<file path="src/rtl/scaled_convert_to_bf16_core_assert.svh">
// Assertion macros for the scaled bf16 converter.
// Used by the top level only; no other dependencies.
`ifndef SCALED_CONVERT_TO_BF16_CORE_ASSERT_SVH
`define SCALED_CONVERT_TO_BF16_CORE_ASSERT_SVH

// Check that a condition implies a consequence on the same edge.
`define SCB_ASSERT_IMPL(lbl, ante, cons) \
  lbl: assert property (@(posedge clk) disable iff (!rst_n) (ante) |-> (cons)) \
    else $error("assertion failed");

// Check that a condition implies a consequence on the next edge.
`define SCB_ASSERT_NEXT(lbl, ante, cons) \
  lbl: assert property (@(posedge clk) disable iff (!rst_n) (ante) |=> (cons)) \
    else $error("assertion failed");

`endif

</file>
<file path="src/rtl/scb_pkg.sv">
// Shared types and constants for the scaled bf16 converter.
// No dependencies.
package scb_pkg;

  typedef enum logic [1:0] {
    MODE_BF16 = 2'd0,
    MODE_FP16 = 2'd1,
    MODE_FP32 = 2'd2,
    MODE_BAD  = 2'd3
  } mode_t;

  localparam logic [31:0] ONE_F32     = 32'h3f80_0000;
  localparam logic [31:0] QUIET_BIT   = 32'h0040_0000;
  localparam logic [31:0] DEFAULT_NAN = 32'hffc0_0000;
  localparam logic [15:0] RND_BIAS    = 16'h7fff;

  // Stage-1 to stage-2 bundle.
  typedef struct packed {
    logic        special;
    logic [31:0] special_val;
    logic        sign;
    logic [9:0]  exp_sum;
    logic [47:0] prod;
  } mul_s1_t;

  typedef struct packed {
    logic        pass;
    logic        err;
    logic        last;
    logic [15:0] pass_val;
  } ctl_t;

  function automatic logic [15:0] narrow16(input logic [31:0] u);
    logic [31:0] s;
    begin
      s = u + {16'd0, RND_BIAS} + {31'd0, u[16]};
      narrow16 = s[31:16];
    end
  endfunction

endpackage

</file>
<file path="src/rtl/scaled_convert_to_bf16_core.sv">
// Top level of the scaled bf16 converter: multiplies each element by the scale
// register in fp32 and rounds to bf16. Uses scb_pkg, scb_widen, scb_round.
// Two register stages (stage 1 and the result register): one item per cycle while
// the output does not stall. The 24x24 significand multiplier is registered
// between widening and rounding; the result register is backed by a one-entry
// skid buffer so in_ready comes from a register: when the output stalls, one more
// item is taken and then the input stalls until the skid buffer drains.
`include "scaled_convert_to_bf16_core_assert.svh"
module scaled_convert_to_bf16_core import scb_pkg::*; (
  input  logic        clk,
  input  logic        rst_n,
  input  logic        cfg_valid,
  output logic        cfg_ready,
  input  logic [31:0] cfg_scale_bits,
  input  logic        in_valid,
  output logic        in_ready,
  input  logic [1:0]  in_mode,
  input  logic [31:0] in_element_bits,
  input  logic        in_last_in,
  output logic        out_valid,
  input  logic        out_ready,
  output logic [15:0] out_bf16_value,
  output logic        out_format_error,
  output logic        out_last_out
);

  logic [31:0] scale_r;
  logic [31:0] wide;
  mul_s1_t     s1_nxt, s1_r;
  ctl_t        ctl_nxt, ctl_r;
  logic        v1_r;
  logic [31:0] prod32;
  logic [17:0] res_nxt;
  logic [17:0] o_r, skid_r;
  logic        ov_r, sv_r;
  logic        adv;

  assign cfg_ready = 1'b1;
  assign in_ready  = !sv_r;
  assign adv       = v1_r && !sv_r;

  scb_widen u_widen (.mode(in_mode), .element_bits(in_element_bits), .wide(wide));

  always_comb begin
    logic a_nan, b_nan, a_inf, b_inf, a_z, b_z;
    a_nan = (wide[30:23] == 8'hff) && (wide[22:0] != 23'd0);
    b_nan = (scale_r[30:23] == 8'hff) && (scale_r[22:0] != 23'd0);
    a_inf = wide[30:0] == 31'h7f80_0000;
    b_inf = scale_r[30:0] == 31'h7f80_0000;
    a_z   = wide[30:0] == 31'd0;
    b_z   = scale_r[30:0] == 31'd0;
    s1_nxt.sign = wide[31] ^ scale_r[31];
    s1_nxt.special = 1'b1;
    if (a_nan) s1_nxt.special_val = wide | QUIET_BIT;
    else if (b_nan) s1_nxt.special_val = scale_r | QUIET_BIT;
    else if ((a_inf && b_z) || (a_z && b_inf)) s1_nxt.special_val = DEFAULT_NAN;
    else if (a_inf || b_inf) s1_nxt.special_val = {s1_nxt.sign, 31'h7f80_0000};
    else if (a_z || b_z) s1_nxt.special_val = {s1_nxt.sign, 31'd0};
    else begin
      s1_nxt.special = 1'b0;
      s1_nxt.special_val = 32'd0;
    end
    s1_nxt.exp_sum = {2'b00, (wide[30:23] == 8'd0) ? 8'd1 : wide[30:23]}
                   + {2'b00, (scale_r[30:23] == 8'd0) ? 8'd1 : scale_r[30:23]};
    s1_nxt.prod = {(wide[30:23] != 8'd0), wide[22:0]}
                * {(scale_r[30:23] != 8'd0), scale_r[22:0]};
    ctl_nxt.pass = (mode_t'(in_mode) == MODE_BF16) && (scale_r == ONE_F32);
    ctl_nxt.err = mode_t'(in_mode) == MODE_BAD;
    ctl_nxt.last = in_last_in;
    ctl_nxt.pass_val = in_element_bits[15:0];
  end

  scb_round u_round (.s1(s1_r), .result(prod32));

  always_comb begin
    if (ctl_r.err) res_nxt = {16'd0, 1'b1, ctl_r.last};
    else if (ctl_r.pass) res_nxt = {ctl_r.pass_val, 1'b0, ctl_r.last};
    else res_nxt = {narrow16(prod32), 1'b0, ctl_r.last};
  end

  always_ff @(posedge clk) begin
    if (!rst_n) begin
      scale_r <= ONE_F32;
      v1_r    <= 1'b0;
      ov_r    <= 1'b0;
      sv_r    <= 1'b0;
    end else begin
      if (cfg_valid) scale_r <= cfg_scale_bits;
      if (in_ready) begin
        v1_r  <= in_valid;
        s1_r  <= s1_nxt;
        ctl_r <= ctl_nxt;
      end
      // Output register with skid: hold stalled result, park the next one.
      if (!ov_r || out_ready) begin
        if (sv_r) begin
          o_r  <= skid_r;
          ov_r <= 1'b1;
          sv_r <= 1'b0;
        end else begin
          o_r  <= res_nxt;
          ov_r <= adv;
        end
      end else if (adv) begin
        skid_r <= res_nxt;
        sv_r   <= 1'b1;
      end
    end
  end

  assign out_valid        = ov_r;
  assign out_bf16_value   = o_r[17:2];
  assign out_format_error = o_r[1];
  assign out_last_out     = o_r[0];

  `SCB_ASSERT_IMPL(a_skid_needs_out, sv_r, ov_r)
  `SCB_ASSERT_NEXT(a_stall_holds, out_valid && !out_ready, out_valid && $stable(o_r))
  `SCB_ASSERT_IMPL(a_err_zero, out_valid && out_format_error, out_bf16_value == 16'd0)

endmodule

</file>
<file path="src/rtl/scb_widen.sv">
// Widen a bf16, fp16 or fp32 element to fp32 bits exactly.
// Depends on scb_pkg.
module scb_widen import scb_pkg::*; (
  input  logic [1:0]  mode,
  input  logic [31:0] element_bits,
  output logic [31:0] wide
);

  logic [9:0]  man;
  logic [4:0]  ex;
  logic [3:0]  lz;
  logic [9:0]  norm;
  logic [31:0] half;

  always_comb begin
    man = element_bits[9:0];
    ex  = element_bits[14:10];
    lz  = 4'd0;
    for (int i = 0; i < 10; i++) begin
      if (man[i]) lz = 4'(9 - i);
    end
    norm = 10'(man << (lz + 4'd1));
    if (ex == 5'd0) begin
      if (man == 10'd0) half = {element_bits[15], 31'd0};
      else half = {element_bits[15], 8'(8'd112 - {4'd0, lz}), norm, 13'd0};
    end else if (ex == 5'd31) begin
      half = {element_bits[15], 8'hff, man, 13'd0};
    end else begin
      half = {element_bits[15], 8'({3'd0, ex} + 8'd112), man, 13'd0};
    end
    unique case (mode_t'(mode))
      MODE_BF16: wide = {element_bits[15:0], 16'd0};
      MODE_FP16: wide = half;
      MODE_FP32: wide = element_bits;
      default:   wide = 32'd0;
    endcase
  end

endmodule

</file>
<file path="src/rtl/scb_round.sv">
// Normalize and round a 24x24 significand product to fp32, subnormals kept.
// Depends on scb_pkg.
module scb_round import scb_pkg::*; (
  input  mul_s1_t     s1,
  output logic [31:0] result
);

  logic               top;
  logic [47:0]        p;
  logic signed [11:0] e;
  logic [5:0]         sh;
  logic [47:0]        q;
  logic               sticky;
  logic [23:0]        m;
  logic               g;
  logic [24:0]        mr;
  logic signed [11:0] ef;
  logic [5:0]         lz;

  always_comb begin
    // Product exponent (biased) for a product in [1,2) after normalizing.
    p   = s1.prod;
    top = p[47];
    e   = $signed({2'b00, s1.exp_sum}) - 12'sd127 + (top ? 12'sd1 : 12'sd0);
    if (!top) p = p << 1;
    // Subnormal operand products may need more left shift.
    lz = 6'd0;
    for (int i = 0; i < 47; i++) begin
      if (p[i]) lz = 6'(47 - i);
    end
    if (!p[47] && p != 48'd0) begin
      if (e - $signed({6'd0, lz}) >= 12'sd1) begin
        p = p << lz;
        e = e - $signed({6'd0, lz});
      end else if (e > 12'sd1) begin
        p = p << 6'(e - 12'sd1);
        e = 12'sd1;
      end
    end
    sh = 6'd0;
    if (e < 12'sd1) sh = (12'sd1 - e > 12'sd40) ? 6'd40 : 6'(12'sd1 - e);
    q = p >> sh;
    sticky = 1'b0;
    for (int i = 0; i < 48; i++) begin
      if (i < sh && p[i]) sticky = 1'b1;
    end
    m  = q[47:24];
    g  = q[23];
    sticky = sticky | (|q[22:0]);
    mr = {1'b0, m} + {24'd0, g & (sticky | m[0])};
    ef = (e < 12'sd1 || !q[47]) ? 12'sd0 : e;
    if (mr[24]) begin
      mr = mr >> 1;
      ef = ef + 12'sd1;
    end else if (ef == 12'sd0 && mr[23]) begin
      ef = 12'sd1;
    end
    if (s1.special) result = s1.special_val;
    else if (ef >= 12'sd255) result = {s1.sign, 8'hff, 23'd0};
    else result = {s1.sign, ef[7:0], mr[22:0]};
  end

endmodule

</file>
<file path="config.mk">
export PLATFORM = sky130hd
export DESIGN_NAME = scaled_convert_to_bf16_core
export DESIGN_NICKNAME = d
export VERILOG_FILES = /design/src/rtl/scb_pkg.sv /design/src/rtl/scaled_convert_to_bf16_core.sv /design/src/rtl/scb_widen.sv /design/src/rtl/scb_round.sv
export VERILOG_INCLUDE_DIRS = /design/src /design/src/rtl
export SDC_FILE = /design/constraint.sdc
export NUM_CORES = 2
export LEC_CHECK = 0
export BUFFER_PORTS_ARGS = -buffer_cell sky130_fd_sc_hd__buf_2
export CORE_MARGIN = 4
export CORE_UTILIZATION = 40
export CTS_BUF_LIST = sky130_fd_sc_hd__clkbuf_16
export DETAILED_ROUTE_END_ITERATION = 10
export SKIP_LAST_GASP = 1
export SLEW_MARGIN = 0
export SYNTH_ARGS = -nofsm -noshare
export SYNTH_HDL_FRONTEND = slang
export SYNTH_SLANG_ARGS = --single-unit
</file>
<file path="constraint.sdc">
create_clock -name clk -period 17.2 [get_ports clk]
set_input_delay 1.72 -clock clk [delete_from_list [all_inputs] [get_ports clk]]
set_output_delay 1.72 -clock clk [all_outputs]
set_load 0.02 [all_outputs]
</file>
# After elaboration in Yosys (flattened, before gate mapping)
# Index checks and enable logic that the tools add are counted.
[classes]
bitwise = 7
n_eq_ne = 9
n_mul = 1
muxes = 137
addsub = 13
n_reduce_logical = 85
magnitude_cmp = 53
shift = 4
[ops]
columns = ["op", "n"]
rows = [
  ["6-bit 2-to-1 mux", 49],
  ["32-bit 2-to-1 mux", 6],
  ["48-bit 2-to-1 mux", 4],
  ["31-bit 2-to-1 mux", 4],
  ["5-bit by 6-bit < comparator with 1-bit output (first input constant)", 16],
  ["6-bit < comparator (first input constant)", 16],
  ["32-bit one-hot mux with 3 select lines", 1],
  ["48-bit by 6-bit left shift with 48-bit output", 2],
  ["12-bit 2-to-1 mux", 6],
  ["31-bit == test (second input constant)", 2],
  ["31-bit zero test", 2],
  ["1-bit logical AND", 56],
  ["18-bit 2-to-1 mux", 3],
  ["1-bit 2-to-1 mux", 51],
  ["4-bit by 6-bit < comparator with 1-bit output (first input constant)", 8],
  ["24-bit by 24-bit multiplier with 48-bit output", 1],
  ["48-bit nonzero test", 1],
  ["48-bit by 6-bit >> shifter with 48-bit output", 1],
  ["23-bit nonzero test", 2],
  ["4-bit 2-to-1 mux", 10],
  ["32-bit by 1-bit adder with 32-bit output", 1],
  ["32-bit by 15-bit adder with 32-bit output (second input constant)", 1],
  ["32-bit by 30-bit == test with 1-bit output (second input constant)", 1],
  ["24-bit by 1-bit adder with 25-bit output", 1],
  ["43 further kinds", 64],
]
[totals]
input_bits = 72
regBits = 182
wordCells = 325
output_inout_bits = 21

# Depth between registers and ports, before layout
[logic_depth]
depth_word = 121
depth_mapped = 54

# Cells and area by module
# A second synthesis with hierarchy kept.
[unflattened]
hier_cells = 5379
area_unflattened_um2 = 43568.0
[modules_own_cells]
columns = ["mod", "area_each_um2", "cells_each", "instances"]
rows = [
  ["scaled_convert_to_bf16_core", 26385.3, 2742, 1],
  ["scb_round", 15708.8, 2434, 1],
  ["scb_widen", 1473.9, 203, 1],
]

# Worst setup path after synthesis
# OpenSTA, ideal clock, no wires.
[synth_timing]
path_type = "input -> register"
from = "input port in_element_bits[2]"
to = "register s1_r[47] (netlist bit), data pin"
arrival_ns = 12.473
cell_stages = 47
setup_time_ns = 0.260
path_slack_ns = 4.467
n_path_buf = 5
path_cell_list = "clkbuf_1 -> a21oi_1 -> nor2_1 -> nor2_1 -> nor2_1 -> o21ai_0 -> o21ai_1 -> clkbuf_1 -> inv_1 -> ha_1 -> clkbuf_1 -> clkbuf_1 -> mux2i_1 -> a21oi_1 -> o211ai_1 -> o21ai_0 -> o21ai_1 -> clkbuf_1 -> [11 not listed] -> inv_1 -> fa_1 -> ha_1 -> or3_1 -> o2111ai_1 -> a31oi_1 -> a211oi_1 -> o31ai_1 -> o41ai_1 -> o21ai_0 -> or4_1 -> a31oi_1 -> nor2b_1 -> o21a_1 -> or4_1 -> a31o_2 -> a21oi_1 -> xnor2_1"
[synth_lines]
columns = ["item", "line", "source"]
rows = [
  ["start, declared", "scaled_convert_to_bf16_core.sv:18", "input logic [31:0] in_element_bits,"],
  ["end signal, assigned", "scaled_convert_to_bf16_core.sv:91", "s1_r <= s1_nxt;"],
  ["end, declared", "scaled_convert_to_bf16_core.sv:29", "mul_s1_t s1_nxt, s1_r;"],
]

# Worst setup path in the final report
[layout_timing]
from = "register s1_r[47] (netlist bit)"
to = "register skid_r[11], data pin"
[layout_between]
elab_chain_cells = 120
word_cells_on_any_way = 236
[layout_rtl]
columns = ["item", "line", "source"]
rows = [
  ["48-bit 2-to-1 mux", "scb_round.sv:25", "if (!top) p = p << 1;"],
  ["6-bit 2-to-1 mux (47 in a row)", "scb_round.sv:29", "if (p[i]) lz = 6'(47 - i);"],
  ["12-bit by 7-bit subtractor with 12-bit output", "scb_round.sv:32, scb_round.sv:34", ""],
  ["12-bit by 2-bit >= comparator with 1-bit output", "scb_round.sv:32", "if (e - $signed({6'd0, lz}) >= 12'sd1) begin"],
  ["12-bit 2-to-1 mux", "scb_round.sv:32", ""],
  ["12-bit 2-to-1 mux", "scb_round.sv:31", "if (!p[47] && p != 48'd0) begin"],
  ["2-bit by 12-bit subtractor with 12-bit output", "scb_round.sv:41", "if (e < 12'sd1) sh = (12'sd1 - e > 12'sd40) ? 6'd40 : 6'(12'sd1 - e);"],
  ["12-bit by 7-bit > comparator with 1-bit output", "scb_round.sv:41", ""],
  ["[59 not listed]", "n/a", ""],
  ["12-bit by 9-bit >= comparator with 1-bit output", "scb_round.sv:59", "else if (ef >= 12'sd255) result = {s1.sign, 8'hff, 23'd0};"],
  ["31-bit 2-to-1 mux *", "scb_round.sv:59", ""],
  ["32-bit 2-to-1 mux *", "scb_round.sv:58", "if (s1.special) result = s1.special_val;"],
  ["32-bit by 15-bit adder with 32-bit output", "scb_pkg.sv:36", "s = u + {16'd0, RND_BIAS} + {31'd0, u[16]};"],
  ["32-bit by 1-bit adder with 32-bit output *", "scb_pkg.sv:36", ""],
  ["18-bit 2-to-1 mux *", "scaled_convert_to_bf16_core.sv:77", "else if (ctl_r.pass) res_nxt = {ctl_r.pass_val, 1'b0, ctl_r.last};"],
  ["18-bit 2-to-1 mux *", "scaled_convert_to_bf16_core.sv:76", "if (ctl_r.err) res_nxt = {16'd0, 1'b1, ctl_r.last};"],
  ["net res_nxt[11]", "scaled_convert_to_bf16_core.sv:33", "logic [17:0] res_nxt;"],
  ["end signal, assigned", "scaled_convert_to_bf16_core.sv:105", "skid_r <= res_nxt;"],
  ["end, declared", "scaled_convert_to_bf16_core.sv:34", "logic [17:0] o_r, skid_r;"],
]
# The timed path passes the listed nets; every way through them passes the cells marked *.
# A chain may end at the register's enable or synchronous reset.

==> reports/summary.log <==
INFO  run_status     status=finished, violations left
INFO  run_status     failed_checks=max-capacitance violations, max-slew violations
INFO  power          power.density_cell_area=139mW/mm2
INFO  route          drt_via_density=6.40
INFO  global_route   number_of_global_route_vias_before_repair=40900
INFO  yosys          synth.distinct_cells=123
INFO  placement      detailed_placer_s_ending_hpwl=140mm
INFO  timing         finalCriticalPeriod=15.06ns
INFO  yosys          synth_sequential_area_ratio=0.121
INFO  route          ant_nets=0
INFO  timing         setup_viol_count_final=0
INFO  yosys          synth-async-reset-ratio=0
INFO  critical_path  critical_path.top_delay_family=compound AO/OA/AOI/OAI gates
INFO  power          vdd.ir_drop.worst=235uV
INFO  yosys          syn-num-nets=6052
INFO  yosys          postSynthCellCount=5297
INFO  clocking       cts_buffer_depth=2
INFO  flow_run       max-cap-violations=2
INFO  floorplanning  dieWidth=333um
INFO  timing         final_max_slew_viol_count=1
INFO  layout         nFillCells=10700
INFO  floorplanning  design.core.area=0.104mm2
INFO  timing         worst_clock_skew=0.0182ns
INFO  yosys          synth.yosys.warnings=0
INFO  placement      pre_cts_setup_slack=2.53ns
INFO  floorplanning  boundaryPins=93
INFO  route          post-route-drc-count=0
INFO  timing         grt_setup_unrepaired=no
INFO  floorplanning  die_h=333um
INFO  critical_path  cp_slowest_stage_delay=0.86ns
INFO  route          avgRoutedWirePerCell=27.9um
INFO  global_route   grt-ovfl-total=0
INFO  power          p_leak=0.0190uW
INFO  clocking       insertion_delay=0.49ns
INFO  route          route.final.wire_length=183mm
INFO  timing         worst_slew_pin_slew=1.47ns
INFO  critical_path  end_kind=flop
INFO  placement      io_buffer_count=91
INFO  floorplanning  fp-row-count=118
INFO  clocking       postCtsSetupRepairBufs=0
INFO  yosys          synth_edf_count=146
INFO  layout         area.growth.synth_to_final=5.91%
INFO  placement      place.detailed.instances=6509
INFO  critical_path  timing.critical_path.from=s1_r[47]
INFO  critical_path  start_of_the_worst_register_to_register_path=s1_r[47]
INFO  critical_path  critical_path.n_buffers_inverters=6
INFO  layout         sequential_cell_area=0.00509mm2
INFO  hold_path      holdCritPathClass=flop to flop
INFO  floorplanning  dieArea=0.111mm2
INFO  critical_path  largest_fanout_on_the_critical_path=113
INFO  critical_path  reg2reg_to=skid_r[11]
INFO  timing         relSlewSlack=-0.00633
INFO  clocking       cts_tree=done
INFO  route          wl_met1=72.4mm
INFO  clocking       cts.reportedPaths.clkPinSlew=0.08ns
INFO  timing         max_clock_freq=66.4MHz
INFO  critical_path  worstSetupPathType=flop to flop
INFO  layout         drive_gt1_frac=0.0889
INFO  global_route   pin_count_of_the_biggest_net_entering_global_routing=114
INFO  clocking       htreeDepth=4
INFO  critical_path  critical_path_cell_count=41
INFO  critical_path  critPathCapture=skid_r[11]
INFO  yosys          ys_top_cells_by_area=fa_1, edfxtp_1, nand2_1, ha_1, inv_1
INFO  yosys          post_synth.cell_area_avg=7.96um2
INFO  yosys          synth_largest_type_area_fraction=0.230
INFO  critical_path  timing.critical_path.arrival=15.33ns
INFO  route          dr.max_layer_used=met4
INFO  yosys          synth_largest_area_cell=fa_1
INFO  layout         multi_input_area=0.0335mm2
INFO  critical_path  startpoint_type=flop
INFO  timing         hold_violations=0
INFO  critical_path  crit_required=17.47ns
INFO  timing         final_min_period_over_clock_period=0.876
INFO  yosys          syn_area=0.0422mm2
INFO  clocking       cts_buffers=17
INFO  clocking       cts_resized=0
INFO  yosys          ys_seq_elements=181
INFO  route          1st_iter_drt_viols=4698
INFO  critical_path  ff2ff_setup_slack=2.14ns
INFO  placement      gp_congestion=1.05
INFO  route          routed_vias=41900
INFO  clocking       cts_num_sinks=181
INFO  timing         setup_total_negative_slack=0ns
INFO  global_route   groute.usage.overall=0.321
INFO  critical_path  worst_r2r_path_depth=41
INFO  global_route   grt_antenna_before_repair=3
INFO  layout         number_of_standard_cells_in_the_final_layout_excluding_fillers=6543
INFO  route          dr.pass1.iters=8
INFO  clocking       post_cts_hold_buffer_count=0
INFO  floorplanning  floorplan.initialDensity=0.405
INFO  timing         setup_ws=2.14ns
INFO  layout         final_nets=5903
INFO  critical_path  timing.critical_path.slowest_stage_cell=edfxtp_1
INFO  route          met3_length=14.6mm
INFO  route          met2_routed_length=83.1mm
INFO  clocking       clk_root_buffer_cell=clkbuf_16
INFO  global_route   wire_length_of_the_first_global_routing_pass=271mm
INFO  yosys          synth-main-ff-cell=edfxtp_1
## worst reg2reg max path: cells and delay by family, from the launching register on
kind / cells / cell delay, ns
AOI/OAI and AO/OA: 19 / 6.59
adders and majority gates: 3 / 1.08
buffers and inverters: 6 / 2.02
xor gates and xnor gates: 1 / 0.17
DFF: 1 / 0.86
and+or+nand+nor: 11 / 3.49
muxes: 1 / 0.64
## power by group
| part | switching, uW | leakage [uW] | internal (uW) |
|---|---|---|---|
| Clock | 211 | 0.000289 | 197 |
| Combinational | 3530 | 0.0170 | 1590 |
| Sequential | 111 | 0.00174 | 572 |
## worst min path at each step
stage               from        end  cells past startpoint
5_1_grt        ctl_r[16]  skid_r[0]                      0
2_1_floorplan  ctl_r[16]  skid_r[0]                      0
4_1_cts        ctl_r[16]  skid_r[0]                      0
6_report       ctl_r[16]  skid_r[0]                      0
3_5_place_dp   ctl_r[16]  skid_r[0]                      0
3_3_place_gp   ctl_r[16]  skid_r[0]                      0
## Yosys cell counts, types with 21 or more instances
library cell,n
a21oi_1,245
nand3_1,189
nor4_1,55
a31oi_1,52
nor2b_1,59
nor2_1,305
edfxtp_1,146
o211ai_1,159
xor2_1,23
dfxtp_1,35
nand2b_1,26
mux2_2,38
o22ai_1,47
xnor2_1,60
and2_1,110
nand4_1,38
and3_1,142
o31ai_1,28
nor3_1,97
or2_2,21
nand2_1,782
a21o_1,32
mux2i_1,145
mux4_2,39
o21a_1,26
o21ai_0,218
buf_2,52
fa_1,484
ha_1,199
inv_1,572
buf_1,36
a211oi_1,79
clkbuf_1,305
a22oi_1,22
## through the flow
stage	util	hold WS (ns)	area, um2	power, uW
4_1_cts	0.429	0.460	44600	6050
6_report	0.429	0.453	44700	6210
2_1_floorplan	-	0.422	42200	3820
3_5_place_dp	0.423	0.440	44000	5620
3_3_place_gp	0.423	0.432	44000	5660
5_1_grt	0.429	0.475	44600	6540
## cells in the final DEF (no fill, tap or decap), types with 20 or more instances in the layout
cell type,instances
nor3_1,96
nand4_1,38
o21ai_0,214
a21o_1,32
dfxtp_1,34
o211ai_1,159
edfxtp_1,146
mux2i_1,145
o31ai_1,27
xnor2_1,57
nand2_1,781
xor2_1,20
o21a_1,25
o22ai_1,46
fa_1,484
and2_1,110
inv_1,572
buf_2,91
a31oi_1,51
ha_1,199
nand2b_1,26
nor2b_1,57
a22oi_1,22
a21oi_1,244
nor4_1,54
nand3_1,188
mux2_2,38
buf_4,141
a211oi_1,79
or2_2,21
and3_1,142
nor2_1,304
mux4_2,39
## logic make-up after synthesis
logic type,count (synthesis),synth area share
other,1,0.0000889
AOI/OAI and AO/OA,1213,0.198
muxes,223,0.0659
DFF,181,0.121
and+or+nand+nor,1930,0.219
buffers and inverters,980,0.0896
xor gates and xnor gates,85,0.0182
adders and majority gates,684,0.289
## layout make-up
cell class / count / share of cell area
clock inverter: 15 / 0.00398
timing repair buffer: 233 / 0.0344
tap: 1380 / 0.0387
antenna: 2 / 0.000112
multi-input combinational: 4136 / 0.751
inverter: 579 / 0.0487
clock buffer: 17 / 0.00953
sequential: 181 / 0.114
## per-layer routing
| layer | vias up | global-route usage |
|---|---|---|
| met3 | 563 | 0.0491 |
| met5 | - | 0 |
| met4 | 0 | 0.184 |
| met2 | 2238 | 0.514 |
| li1 | 18200 | - |
| met1 | 20900 | 0.415 |
## state kept, by name, summed over array words and instances (netlist names)
register,flops
o_r,18
s1_r,91
out_valid,1
scale_r,32
skid_r,18
v1_r,1
ctl_r,19
sv_r,1
Note: power is estimated with default switching activity, not from simulation.
